File: src/rtl/core/rmj_mul_chain.sv
// shift-add multiplier as a row of cells, one multiplier bit per cell, several lanes
// no package dependencies; a side vector rides along with each beat
module rmj_mul_chain #(
  parameter int LANES = 1,
  parameter int AW    = 8,
  parameter int BW    = 8,
  parameter int SW    = 1
) (
  input  logic                           clk,
  input  logic                           rst,
  input  logic                           en,
  input  logic                           in_valid,
  input  logic [SW-1:0]                  in_side,
  input  logic [LANES-1:0][AW-1:0]       in_a,
  input  logic [LANES-1:0][BW-1:0]       in_b,
  output logic                           out_valid,
  output logic [SW-1:0]                  out_side,
  output logic [LANES-1:0][AW+BW-1:0]    out_p
);

  localparam int PW = AW + BW;

  logic                           vld  [BW+1];
  logic [SW-1:0]                  side [BW+1];
  logic [LANES-1:0][AW-1:0]       av   [BW+1];
  logic [LANES-1:0][BW-1:0]       bv   [BW+1];
  logic [LANES-1:0][PW-1:0]       acc  [BW+1];

  assign vld[0]  = in_valid;
  assign side[0] = in_side;
  assign av[0]   = in_a;
  assign bv[0]   = in_b;
  assign acc[0]  = '0;

  for (genvar k = 0; k < BW; k++) begin : g_cell
    always_ff @(posedge clk) begin
      if (rst) begin
        vld[k+1] <= 1'b0;
      end else if (en) begin
        vld[k+1] <= vld[k];
      end
    end

    always_ff @(posedge clk) begin
      if (en) begin
        side[k+1] <= side[k];
        av[k+1]   <= av[k];
        bv[k+1]   <= bv[k];
        for (int l = 0; l < LANES; l++) begin
          // partial product row for multiplier bit k
          acc[k+1][l] <= acc[k][l] + (bv[k][l][k] ? (PW'(av[k][l]) << k) : PW'(0));
        end
      end
    end
  end

  assign out_valid = vld[BW];
  assign out_side  = side[BW];
  assign out_p     = acc[BW];

endmodule

File: config.mk
export PLATFORM = sky130hd
export DESIGN_NAME = rmj_mul_chain
export DESIGN_NICKNAME = d
export VERILOG_FILES = /design/src/rtl/core/rmj_mul_chain.sv
export SDC_FILE = /design/constraint.sdc
export NUM_CORES = 1
export LEC_CHECK = 0
export ABC_AREA = 1
export BUFFER_PORTS_ARGS = -buffer_cell sky130_fd_sc_hd__buf_2
export CORE_MARGIN = 2
export CORE_UTILIZATION = 39
export CTS_BUF_LIST = sky130_fd_sc_hd__clkbuf_4
export DETAILED_ROUTE_END_ITERATION = 8
export PLACE_DENSITY = 0.53
export SLEW_MARGIN = 0
export SYNTH_ARGS = -nofsm -noshare
export SYNTH_HDL_FRONTEND = slang
export SYNTH_SLANG_ARGS = --single-unit
File: constraint.sdc
create_clock -name clk -period 1.9 [get_ports clk]
set_input_delay 0.475 -clock clk [delete_from_list [all_inputs] [get_ports clk]]
set_output_delay 0.475 -clock clk [all_outputs]
set_load 0.02 [all_outputs]
* Word-level counts from Yosys, hierarchy flattened
Cells that the tools add are included.
Word-level totals: bits in registers 256, bits in latches 0, memory bits (writable) 0, memory bits (read-only) 0, input bits 21, output and inout port bits 18, word-level logic and storage cells 53, memories 0
Operators by class: $add $sub $neg 7, multiply operators 0, div/mod/pow operators 0, $lt $le $gt $ge 0, equal/unequal tests 0, shift operators 0, muxes and demuxes 7, bitwise operators 0, reduce and logical (&&, ||, !) cells 0
Operators by type and width (number):
- $add 16x10->16 | 1
- $add 16x11->16 | 1
- $add 16x12->16 | 1
- $add 16x13->16 | 1
- $add 16x14->16 | 1
- $add 16x15->16 | 1
- $add 16x9->16 | 1
- $mux 15 | 1
- $mux 14 | 1
- $mux 13 | 1
- $mux 12 | 1
- $mux 11 | 1
- $mux 10 | 1
- $mux 9 | 1

* Longest topological paths before layout
depth after elaboration 2, depth in mapped cells 13, depth with buffers taken out 12

* Worst setup path before layout
Ideal clock, no wire load.
path kind register -> register, start reg bv[22] (netlist bit), end reg acc[30] (netlist bit) (data pin), arrival time 1.564 ns, setup slack 0.081 ns, stages on the path, launching flop included 12, buffers on the path 1, path through edfxtp_1 clkbuf_1 nand2_1 inv_1 ha_1 fa_1 nand2_1 nand2_1 nand3b_1 nand2_1 nand2_1 nand2_1
Between the ends: longest elaborated chain between the ends 2
Ends and longest elaborated chain:
- start, declared | RTL line 26 | logic [LANES-1:0][BW-1:0] bv [BW+1];
- start signal, assigned by index | RTL line 48 | bv[k+1] <= bv[k];
- $mux 14 | RTL line 51 | acc[k+1][l] <= acc[k][l] + (bv[k][l][k] ? (PW'(av[k][l]) << k) : PW'(0));
- $add 16x14->16 | RTL line 51
- end signal, assigned by index | RTL line 51
- end, declared | RTL line 27 | logic [LANES-1:0][PW-1:0] acc [BW+1];
Every way passes these cells. A chain may end at the register's enable or synchronous reset.

* Final worst setup path
start reg bv[50] (netlist bit), end reg acc[90] (netlist bit) (data pin)
Between the ends: longest elaborated chain between the ends 2
Ends and longest elaborated chain (RTL line):
- $mux 10 | 51
- $add 16x10->16 | 51
Every way passes these cells.

==> key figures <==
Power
  – Switching share of power: 0.291
  – Leak Pwr: ~4.8 nW
  – Gate power share: 0.204
  – Power per Cell Area: approximately 920 nW/µm²
  – Internal power: approximately 7 mW
  – Power share of the clock group: 0.218
  – Peak VDD IR: about 0.36 mV
  – Reg power frac: 0.578
  – Switching pwr: approximately 2.8 mW

Placement
  – Pre-CTS setup slack: -0.0729 ns
  – Placer Congestion: around 0.79
  – I/O Buffers: 38
  – Dpl hpwl: approximately 9400 µm
  – Dpl cell area: between 9000 and 10000 µm²

STA
  – Min Tclk post-route: about 1.9 ns
  – Period utilization: 0.990
  – Worst rel slew slack: 0.781
  – WHS: just over 0.09 ns
  – Achievable Freq: between 500 and 600 MHz
  – RSZ-0062 raised after global routing: true
  – Setup TNS: 0 ns
  – Final count of hold timing violations: 0
  – Final Skew: ~0.025 ns
  – Final Setup Violations: 0
  – Pins Over Slew Limit: 0
  – Worst-margin pin slew: 0.329 ns
  – Fin worst setup slack: between 0.015 and 0.02 ns

Clock tree
  – Root buf cell: clkbuf_4
  – Total CTS buffers: 17
  – Max Buffers Root-to-Sink: 2
  – H-tree depth: 4
  – CTS tree: done
  – Clock-pin slew on the worst setup and hold paths: 0.17 ns
  – Worst-Skew Late Latency: around 0.57 ns
  – Clk sinks: between 150 and 200

Finish
  – Area Growth Syn to Fin: 16.1%
  – Design area: 10600 µm²
  – Final nets: about 950
  – Share of cells above drive strength 1: 0.197
  – Fill count: about 2100

Logic synthesis
  – Post-Syn Instances: approximately 800
  – YS warnings: 0
  – Syn_area_per_cell: roughly 11 µm²
  – Post-synthesis net count: 879
  – Sequential area share after synthesis: 0.647
  – #FFs+latches synth: 199
  – Synth cell types: 26
  – Cell Area, Synth: around 9000 µm²

Hold path
  – Tightest Hold Check Type: primary input to register

Detailed routing
  – Vias: between 5000 and 6000
  – Antenna Nets Post-Route: 0
  – Initial DRC count: 225
  – DRT Pass-1 Iters: 4
  – DRC viols: 0
  – WL per Instance: approximately 11 µm
  – Routed wire length: around 14000 µm
  – Via/cell ratio: 4.38

Critical path
  – CP Class: register to register
  – Crit path launch type: register
  – Worst-path fanout max: 4
  – CP endpoint kind: register
  – CP dominant cell by count: nand2_1
  – Crit-path cells: nand2_1, inv_2, ha_4, fa_2, nand2_2, nand2_2, nand3b_1, nand2_1, nand2_1, nand2_1
  – CP Data Arrival Time: approximately 2.2 ns
  – CP max stage delay: ~0.52 ns
  – Critical Path Slowest Stage Cell: edfxtp_1
  – Worst path required time: roughly 2.2 ns

Floorplan
  – Die ar.: around 25000 µm²
  – Area of the core: between 20000 and 25000 µm²
  – Num ports: 39
  – Std-Cell Rows: 55
  – Starting Density: 0.400
  – Die width: approximately 160 µm
  – Die Ht: approximately 160 µm

Global routing
  – Gr ovfl total: 0
  – Initial antenna violation count: 1
  – Vias in the first global route: around 5000
  – First-pass GRT wire length: 22200 µm
  – GRT Total Usage: 0.116
  – Largest net degree at the start of global routing: 35

Job
  – Max Cap Viol: 0

Status
  – Outcome: complete, no violations
[Yosys cell counts, drive strengths merged]
master	number	share of area
nand2	253	0.10
edfxtp	191	0.63
inv	136	0.056
ha	55	0.075
nand3	32	0.020
a21oi	30	0.018
buf	20	0.015
nor2	18	0.0077
xor2	13	0.012
nand3b	10	0.011
dfxtp	8	0.018
xnor2	8	0.0077
fa	7	0.015
or2	7	0.0062
clkbuf	6	0.0025
and2	1	0.00069
o21ai	1	0.00055
[stage by stage]
| stage | instances | power (mW) | utilization |
|---|---|---|---|
| final | 1197 | 9.74 | 0.465 |
| after global routing | 1197 | 10.4 | 0.465 |
| after CTS | 1187 | 9.66 | 0.448 |
| after detailed placement | 1143 | 7.48 | 0.430 |
| after global placement | 1143 | 7.44 | 0.430 |
| after floorplan | 796 | 7.02 | - |
[critical path: cells and delay by family (launching register included)]
family	cells	cell delay, ns
buf+inv	1	0.05
flops	1	0.52
fa+ha+maj	2	0.53
simple gates	7	0.56
[layout make-up]
type / count / area [µm²] / share of cell area
Sequential cell: 199 / 5900 / 0.557
Timing Repair Buffer: 81 / 632 / 0.0597
Inverter: 136 / 510 / 0.0482
Antenna cell: 1 / 2.50 / 0.000236
Tap cell: 313 / 392 / 0.0370
Clock buffer: 17 / 128 / 0.0121
Multi-Input combinational cell: 435 / 2880 / 0.272
Clock inverter: 15 / 144 / 0.0136
[power groups by stage]
stage	Combinational, mW	Sequential, mW	Clock [mW]
after global placement	1.75	5.69	0
after floorplan	1.38	5.63	0
after CTS	1.83	5.60	2.24
after global routing	2.28	5.69	2.41
after detailed placement	1.78	5.70	0
final	1.99	5.63	2.12
[metal layers]
metal | up-vias | GRT usage | wire, µm
li1 | 2733 | - | -
met1 | 2431 | 0.113 | 5170
met2 | 60 | 0.228 | 7760
met3 | 15 | 0.0319 | 322
met4 | 0 | 0.0467 | 257
met5 | - | 0 | 0
[path summary, 6_finish.rpt]
path,to,cells past startpoint,from,slack (ns)
max,acc[90],10,bv[50],0.02
min,av[61],1,in_a[5],0.09
max reg2reg,acc[90],10,bv[50],0.02
min reg2reg,out_p[4],0,acc[20],0.43
[state kept, by name, indices dropped and copies added, names as in the netlist]
| signal | flops |
|---|---|
| acc | 83 |
| av | 56 |
| bv | 28 |
| out_p | 16 |
| side | 7 |
| vld | 7 |
| out_side | 1 |
| out_valid | 1 |
[cell usage in the layout (no fill, tap or decap), drive strengths merged]
cell type	netlist	routed
nand2	253	253
edfxtp	191	191
inv	136	141
buf	20	69
ha	55	55
nand3	32	32
a21oi	30	30
nor2	18	18
clkbuf	6	18
xor2	13	13
dlygate4sd3	0	11
nand3b	10	10
clkinv	0	9
xnor2	8	8
dfxtp	8	8
fa	7	7
or2	7	7
diode	0	1
and2	1	1
o21ai	1	1
clkinvlp	0	1
[cell families after synthesis]
group	synth area share
XOR/XNOR	0.0202
adder cells (fa/ha/maj)	0.0908
flip-flops	0.647
AND/OR/NAND/NOR	0.151
AO/OA/AOI/OAI	0.0182
buffers and inverters	0.0737
[what timing repair did]
| item | CTS | global route |
|---|---|---|
| pin swaps | 7 | 24 |
| gates resized for setup | 10 | 49 |
| endpoints found under the setup margin | 10 | 26 |
| buffers inserted | 7 | 3 |
| hold buffers | 5 | 6 |
| hold endpoints to repair | 5 | 6 |
Note: power is estimated with default switching activity, not from simulation.
