$ cat config.mk
export PLATFORM = sky130hd
export DESIGN_NAME = rmj_root_chain
export DESIGN_NICKNAME = d
export VERILOG_FILES = /design/src/rtl/core/rmj_root_chain.sv
export SDC_FILE = /design/constraint.sdc
export NUM_CORES = 1
export LEC_CHECK = 0
export ABC_AREA = 1
export BUFFER_PORTS_ARGS = -buffer_cell sky130_fd_sc_hd__buf_2
export CAP_MARGIN = 15
export CORE_MARGIN = 2
export CORE_UTILIZATION = 42
export DETAILED_ROUTE_END_ITERATION = 10
export GPL_TIMING_DRIVEN = 0
export PLACE_DENSITY = 0.61
export SETUP_SLACK_MARGIN = 0.05
export SLEW_MARGIN = 20
export SYNTH_ARGS = -nofsm -noshare
export SYNTH_HDL_FRONTEND = slang
export SYNTH_SLANG_ARGS = --single-unit
$ cat constraint.sdc
create_clock -name clk -period 2.4 [get_ports clk]
set_clock_uncertainty 0.15 [all_clocks]
set_input_delay 0.24 -clock clk [delete_from_list [all_inputs] [get_ports clk]]
set_output_delay 0.24 -clock clk [all_outputs]
set_load 0.05 [all_outputs]
$ cat src/rtl/core/rmj_root_chain.sv
// digit recurrence row of cells: per lane floor(n/d) or floor(sqrt(n/d)), one result bit a cell
// results clip to all ones when they do not fit; no package dependencies
module rmj_root_chain #(
  parameter int               LANES     = 1,
  parameter int               NW        = 16,
  parameter int               DW        = 8,
  parameter int               NB        = 8,
  parameter int               SW        = 1,
  parameter logic [LANES-1:0] LANE_SQRT = '0
) (
  input  logic                      clk,
  input  logic                      rst,
  input  logic                      en,
  input  logic                      in_valid,
  input  logic [SW-1:0]             in_side,
  input  logic [LANES-1:0][NW-1:0]  in_n,
  input  logic [LANES-1:0][DW-1:0]  in_d,
  output logic                      out_valid,
  output logic [SW-1:0]             out_side,
  output logic [LANES-1:0][NB-1:0]  out_q
);

  localparam int TW = DW + NB;
  localparam int CW = (NW > DW + 2 * NB + 1) ? NW : DW + 2 * NB + 1;

  logic                      vld  [NB+1];
  logic [SW-1:0]             side [NB+1];
  logic [LANES-1:0][CW-1:0]  rem  [NB+1];
  logic [LANES-1:0][TW-1:0]  tacc [NB+1];
  logic [LANES-1:0][DW-1:0]  dv   [NB+1];
  logic [LANES-1:0][NB-1:0]  q    [NB+1];

  assign vld[0]  = in_valid;
  assign side[0] = in_side;
  assign dv[0]   = in_d;
  assign tacc[0] = '0;
  assign q[0]    = '0;

  always_comb begin
    for (int l = 0; l < LANES; l++) begin
      rem[0][l] = CW'(in_n[l]);
    end
  end

  for (genvar k = 0; k < NB; k++) begin : g_cell
    localparam int B = NB - 1 - k;

    logic [LANES-1:0][CW-1:0] cost;
    logic [LANES-1:0]         fit;

    // rem holds n - s*s*d (or n - s*d), tacc holds s*d
    always_comb begin
      for (int l = 0; l < LANES; l++) begin
        if (LANE_SQRT[l]) begin
          cost[l] = (CW'(tacc[k][l]) << (B + 1)) + (CW'(dv[k][l]) << (2 * B));
        end else begin
          cost[l] = CW'(dv[k][l]) << B;
        end
        fit[l] = (cost[l] <= rem[k][l]);
      end
    end

    always_ff @(posedge clk) begin
      if (rst) begin
        vld[k+1] <= 1'b0;
      end else if (en) begin
        vld[k+1] <= vld[k];
      end
    end

    always_ff @(posedge clk) begin
      if (en) begin
        side[k+1] <= side[k];
        dv[k+1]   <= dv[k];
        for (int l = 0; l < LANES; l++) begin
          if (fit[l]) begin
            rem[k+1][l]  <= rem[k][l] - cost[l];
            tacc[k+1][l] <= tacc[k][l] + (TW'(dv[k][l]) << B);
          end else begin
            rem[k+1][l]  <= rem[k][l];
            tacc[k+1][l] <= tacc[k][l];
          end
          q[k+1][l] <= q[k][l] | (NB'(fit[l]) << B);
        end
      end
    end
  end

  assign out_valid = vld[NB];
  assign out_side  = side[NB];
  assign out_q     = q[NB];

endmodule

**Yosys cells after proc, flatten, opt, wreduce, memory -nomap -nowiden**

Cells that the tools add are included.

- RAM bits: 0
- Register bits: 296
- Output and inout bits: 10
- Memories kept: 0
- Bits in read-only memories: 0
- Bits in latches: 0

- Equal/unequal tests: 0
- Order comparisons: 8
- Reduce and logical (&&, ||, !) cells: 0
- Add/subtract/negate cells: 7
- Multiply operators: 0
- Shift operators: 0
- Divide/modulo/power cells: 0
- Bitwise gates (word level): 7
- Muxes and demuxes: 7

Operators with widths:

| operator | number |
|---|---|
| 25-bit two-way mux | 6 |
| 10-bit by 25-bit <= comparator with 1-bit output | 1 |
| 11-bit by 25-bit <= comparator with 1-bit output | 1 |
| 12-bit by 25-bit <= comparator with 1-bit output | 1 |
| 13-bit by 25-bit <= comparator with 1-bit output | 1 |
| 14-bit by 25-bit <= comparator with 1-bit output | 1 |
| 8-bit by 25-bit <= comparator with 1-bit output | 1 |
| 9-bit by 25-bit <= comparator with 1-bit output | 1 |
| 25-bit by 10-bit subtractor with 25-bit output | 1 |
| 25-bit by 11-bit subtractor with 25-bit output | 1 |
| 25-bit by 12-bit subtractor with 25-bit output | 1 |
| 25-bit by 13-bit subtractor with 25-bit output | 1 |
| 25-bit by 14-bit subtractor with 25-bit output | 1 |
| 25-bit by 9-bit subtractor with 25-bit output | 1 |
| 16-bit by 15-bit subtractor with 17-bit output | 1 |
| 15-bit by 16-bit <= comparator with 1-bit output | 1 |
| 16-bit two-way mux | 1 |
| 8-bit by 1-bit bitwise OR with 8-bit output | 1 |
| 8-bit by 2-bit bitwise OR with 8-bit output | 1 |
| 8-bit by 3-bit bitwise OR with 8-bit output | 1 |
| 8-bit by 4-bit bitwise OR with 8-bit output | 1 |
| 8-bit by 5-bit bitwise OR with 8-bit output | 1 |
| 8-bit by 6-bit bitwise OR with 8-bit output | 1 |
| 8-bit by 7-bit bitwise OR with 8-bit output | 1 |

**Depth between registers and ports, before layout**

- Word-level depth: 2
- Depth in mapped cells: 14
- Depth with buffers taken out: 14

**Worst setup path before layout**

No wires, ideal clock.

- Path kind: reg2reg
- From: register rem[51] (netlist name)
- To: register rem[33] (netlist name), data pin
- Clock period less this slack: 2.191 ns
- Data required time: 1.994 ns
- Setup time: 0.256 ns
- Buffers on the path: 1
- Data arrival time: 1.785 ns
- Setup slack: 0.209 ns
- Stages on the path, launching flop included: 14
- Cell sequence: edfxtp_1 > inv_1 > ha_1 > inv_1 > fa_1 > nand2_1 > nand3_1 > nand3_1 > nand2_1 > nor2_1 > nand2_2 > inv_2 > buf_6 > o21ai_1

- Cells in the longest elaborated chain, start to end: 2
- Elaborated cells between the ends (all ways): 3
- Those cells by class: add/sub: 1; order compare: 1; mux: 1

RTL lines:

| what | line | source |
|---|---|---|
| start, declared | 28 | `logic [LANES-1:0][CW-1:0] rem [NB+1];` |
| start signal, assigned by index | 77 | `rem[k+1][l] <= rem[k][l] - cost[l];` |
| start signal, assigned by index | 80 | `rem[k+1][l] <= rem[k][l];` |
| 25-bit by 9-bit subtractor with 25-bit output / 9-bit by 25-bit <= comparator with 1-bit output (equally long branches) | 77, 59 |  |
| 25-bit two-way mux * | 76 | `if (fit[l]) begin` |

Every way passes the cells marked *; elsewhere a longest branch is shown, timed or not.
A chain may end at the register's enable or synchronous reset.

**Worst setup path after layout**

- From: register rem[160] (netlist name)
- To: register rem[137] (netlist name), data pin

- Cells in the longest elaborated chain, start to end: 2
- Elaborated cells between the ends (all ways): 3
- Those cells by class: add/sub: 1; order compare: 1; mux: 1

RTL lines:

| what | line |
|---|---|
| 25-bit by 13-bit subtractor with 25-bit output / 13-bit by 25-bit <= comparator with 1-bit output (equally long branches) | 77, 59 |
| 25-bit two-way mux * | 76 |

Marked as above.

==> impl_metrics.py <==
metrics = {
    "grt": {
        "globalRouteMet1Util_pct": 22.7,
        "grt_use_met2_pct": 35.9,
        "grt.met3_usage_pct": 2.89,
        "grt_pass1_vias": 12400,
        "grt_pass1_wl_mm": 61.5,
        "grt_max_degree": 103,
        "grt_usage_pct": 19.7,
        "top_usage_layer": "met2",
        "antenna_found_initial": 0,
        "grt_overflow": 0,
    },
    "floorplanning": {
        "ios": 39,
        "fp-row-count": 71,
        "core-area_um2": 37700,
        "die_x_um": 199,
        "die-area_um2": 39800,
        "die_y_um": 199,
        "initial_core_util_pct": 42.6,
    },
    "clock_network": {
        "cts_sinks": 275,
        "cts_max_level": 2,
        "clk_latency_ns": 0.55,
        "clock_tree.root_cell": "clkbuf_16",
        "cts_made_buffers": 34,
        "tritoncts": "built",
        "cts-root-to-sink-buffers": 3,
        "clkTransAtPathRegs_ns": 0.06,
    },
    "finish": {
        "layout_commonest_cell": "nand2_1",
        "fin_area_um2": 19600,
        "fillers": 3518,
        "drive_gt1_share_pct": 14.9,
        "syn_to_final_growth_pct": 22.4,
        "fin_nets": 2168,
        "fin_cells": 2602,
        "utilization_pct": 52.2,
        "layout_common_cells": "nand2_1 (598), inv_1 (312), edfxtp_1 (267)",
        "diodes": 0,
    },
    "placement": {
        "gp_congestion": 0.883,
        "dp.cells": 2465,
        "io_buffers": 37,
        "dpl.hpwl_mm": 28.3,
        "dpl_cell_area_um2": 16900,
    },
    "synthesis": {
        "postSynthAreaPerCell_um2": 8.38,
        "synth_cell_types": 44,
        "syn_area_um2": 16100,
        "yosys.area_share.simple_pct": 27.2,
        "synthArstFlopShare_pct": 0,
        "synthFlopType": "edfxtp_1",
        "synth_edf_count": 267,
        "synthXorXnorAreaFrac_pct": 2.62,
        "ys_seq_area_share_pct": 50.9,
        "synth_nets": 2015,
        "ys_seq_elements": 275,
        "synthAdderAreaFrac_pct": 5.86,
        "yosys_warnings": 0,
        "muxShareOfSynthArea_pct": 0,
        "synth_compound_area_share_pct": 4.40,
        "syn_inst": 1915,
        "synth_top_family_by_area": "simple AND/OR/NAND/NOR gates",
    },
    "route": {
        "vias": 12800,
        "drcViolationCount": 0,
        "drt_iter0_drc": 747,
        "vias_per_cell": 4.90,
        "finalWirelength_mm": 38.4,
        "drt_pass1_iterations": 5,
        "wl_per_cell_um": 14.8,
        "ant_nets": 0,
    },
    "worst_setup_path": {
        "path_cells": "ha_4, nand2_1, inv_1, nand2_1, nor2_2, nand4_1, nand3_4, inv_4, buf_8, nand2_1, nand2_1",
        "critical_path_class": "flip-flop to flip-flop",
        "cp-start-kind": "flip-flop",
        "path_buf_inv": 3,
        "critPathSlowestCell": "edfxtp_1",
        "arrival_ns": 2.46,
        "crit_top_cell": "nand2_1",
        "worstPathMaxFanout": 10,
        "crit_family": "simple AND/OR/NAND/NOR gates",
        "worst_setup_path_end_kind": "flip-flop",
        "crit_required_ns": 2.53,
        "max_stage_delay_ns": 0.46,
    },
    "timing": {
        "hold_viol": 0,
        "slew_viol_final": 0,
        "worstMarginPinSlew_ns": 0.693,
        "period_needed_ns": 2.33,
        "max_freq_mhz": 429,
        "period_share_pct": 97.1,
        "rsz0062_at_grt": "true",
        "setup_viol": 0,
        "max-slew-margin-rel_pct": 53.8,
        "whs_ns": 0.00615,
    },
    "pwr": {
        "vdd_drop_max_mv": 0.528,
        "power_density_nw_per_um2": 880,
        "leakage_nw": 8.66,
        "total_power_mw": 17.3,
    },
    "outcome": {
        "outcome": "complete, no violations",
    },
    "worst_hold_path": {
        "holdCritPathClass": "input port to flip-flop",
    },
    "run": {
        "maxCapViolCount": 0,
    },
}
==> per-stage QoR <==
stage | setup TNS, ns | setup slack (ns)
floorplan | 0 | 0.209
global placement | -771.39 | -3.06
detailed placement | -13.22 | -0.382
CTS | 0 | 0.0267
global route | -0.00141 | -0.00141
finish | 0 | 0.0703
==> final timing paths <==
kind | from | end | slack [ns] | cells past startpoint
worst max-delay path | rem[160] | rem[137] | 0.07 | 11
worst min-delay path | en | side[7] | 0.006 | 1
worst max register to register | rem[160] | rem[137] | 0.07 | 11
worst min register to register | q[15] | out_q[7] | 0.27 | 0
==> metal layers <==
metal	part of all wire, %	wire length, um
met1	42	16100
met2	51	19500
met3	3.2	1220
met4	4.2	1600
met5	0	0
==> power by group <==
group          switching [mW]  internal (mW)  total (mW)
Combinational            3.03           1.87        4.90
Sequential              0.556           6.18        6.74
Clock                    2.05           3.61        5.66
Total                    5.63           11.7        17.3
==> flip-flops by register name (all words and copies together), names as in the netlist <==
register and cells:
rem 167, dv 56, q 28, out_q 8, side 7, vld 7, out_side 1, out_valid 1
==> cell type report <==
class	instances	area (um^2)	share of cell area, %
sequential	275	8180	41.6
multi-input combinational	1290	7110	36.2
inverter	324	1230	6.24
timing repair buffer	117	983	5.01
clock buffer	39	870	4.43
tap	511	639	3.25
clock inverter	20	378	1.92
buffer	26	263	1.34
==> cell usage after synthesis, types with 3 or more instances <==
master	count	area, um^2
a21oi_1	77	385
and2_1	5	31.3
buf_4	12	90.1
buf_6	10	113
dfxtp_1	8	160
edfxtp_1	267	8020
fa_1	7	140
ha_1	64	801
inv_1	321	1200
inv_2	3	11.3
nand2_1	618	2320
nand2_2	7	43.8
nand3_1	105	526
nand3_2	3	30.0
nand3b_1	22	165
nand4_1	42	263
nor2_1	201	754
nor2_2	8	50.1
nor3_1	19	95.1
nor4_1	3	18.8
o21ai_0	22	110
o21ai_1	13	65.1
o21bai_1	3	22.5
or2_2	3	18.8
xnor2_1	19	166
xor2_1	29	254
==> cell families (layout without fill, tap and decap cells) <==
kind of cell    Yosys count  after routing
xor+xnor                 48             48
flops                   275            275
fa+ha+maj                71             71
buf+inv                 350            526
compound gates          129            129
simple gates           1042           1042
==> repair_timing <==
| item | CTS | global route |
|---|---|---|
| gates resized for setup | 62 | 112 |
| gates cloned | 2 | 6 |
| setup endpoints to repair | 105 | 134 |
| pin swaps | 10 | 29 |
| setup buffers | 10 | 32 |
| endpoints found under the hold margin | 33 | 0 |
| hold buffers | 28 | 0 |
Power figures use the tool's default switching activity.
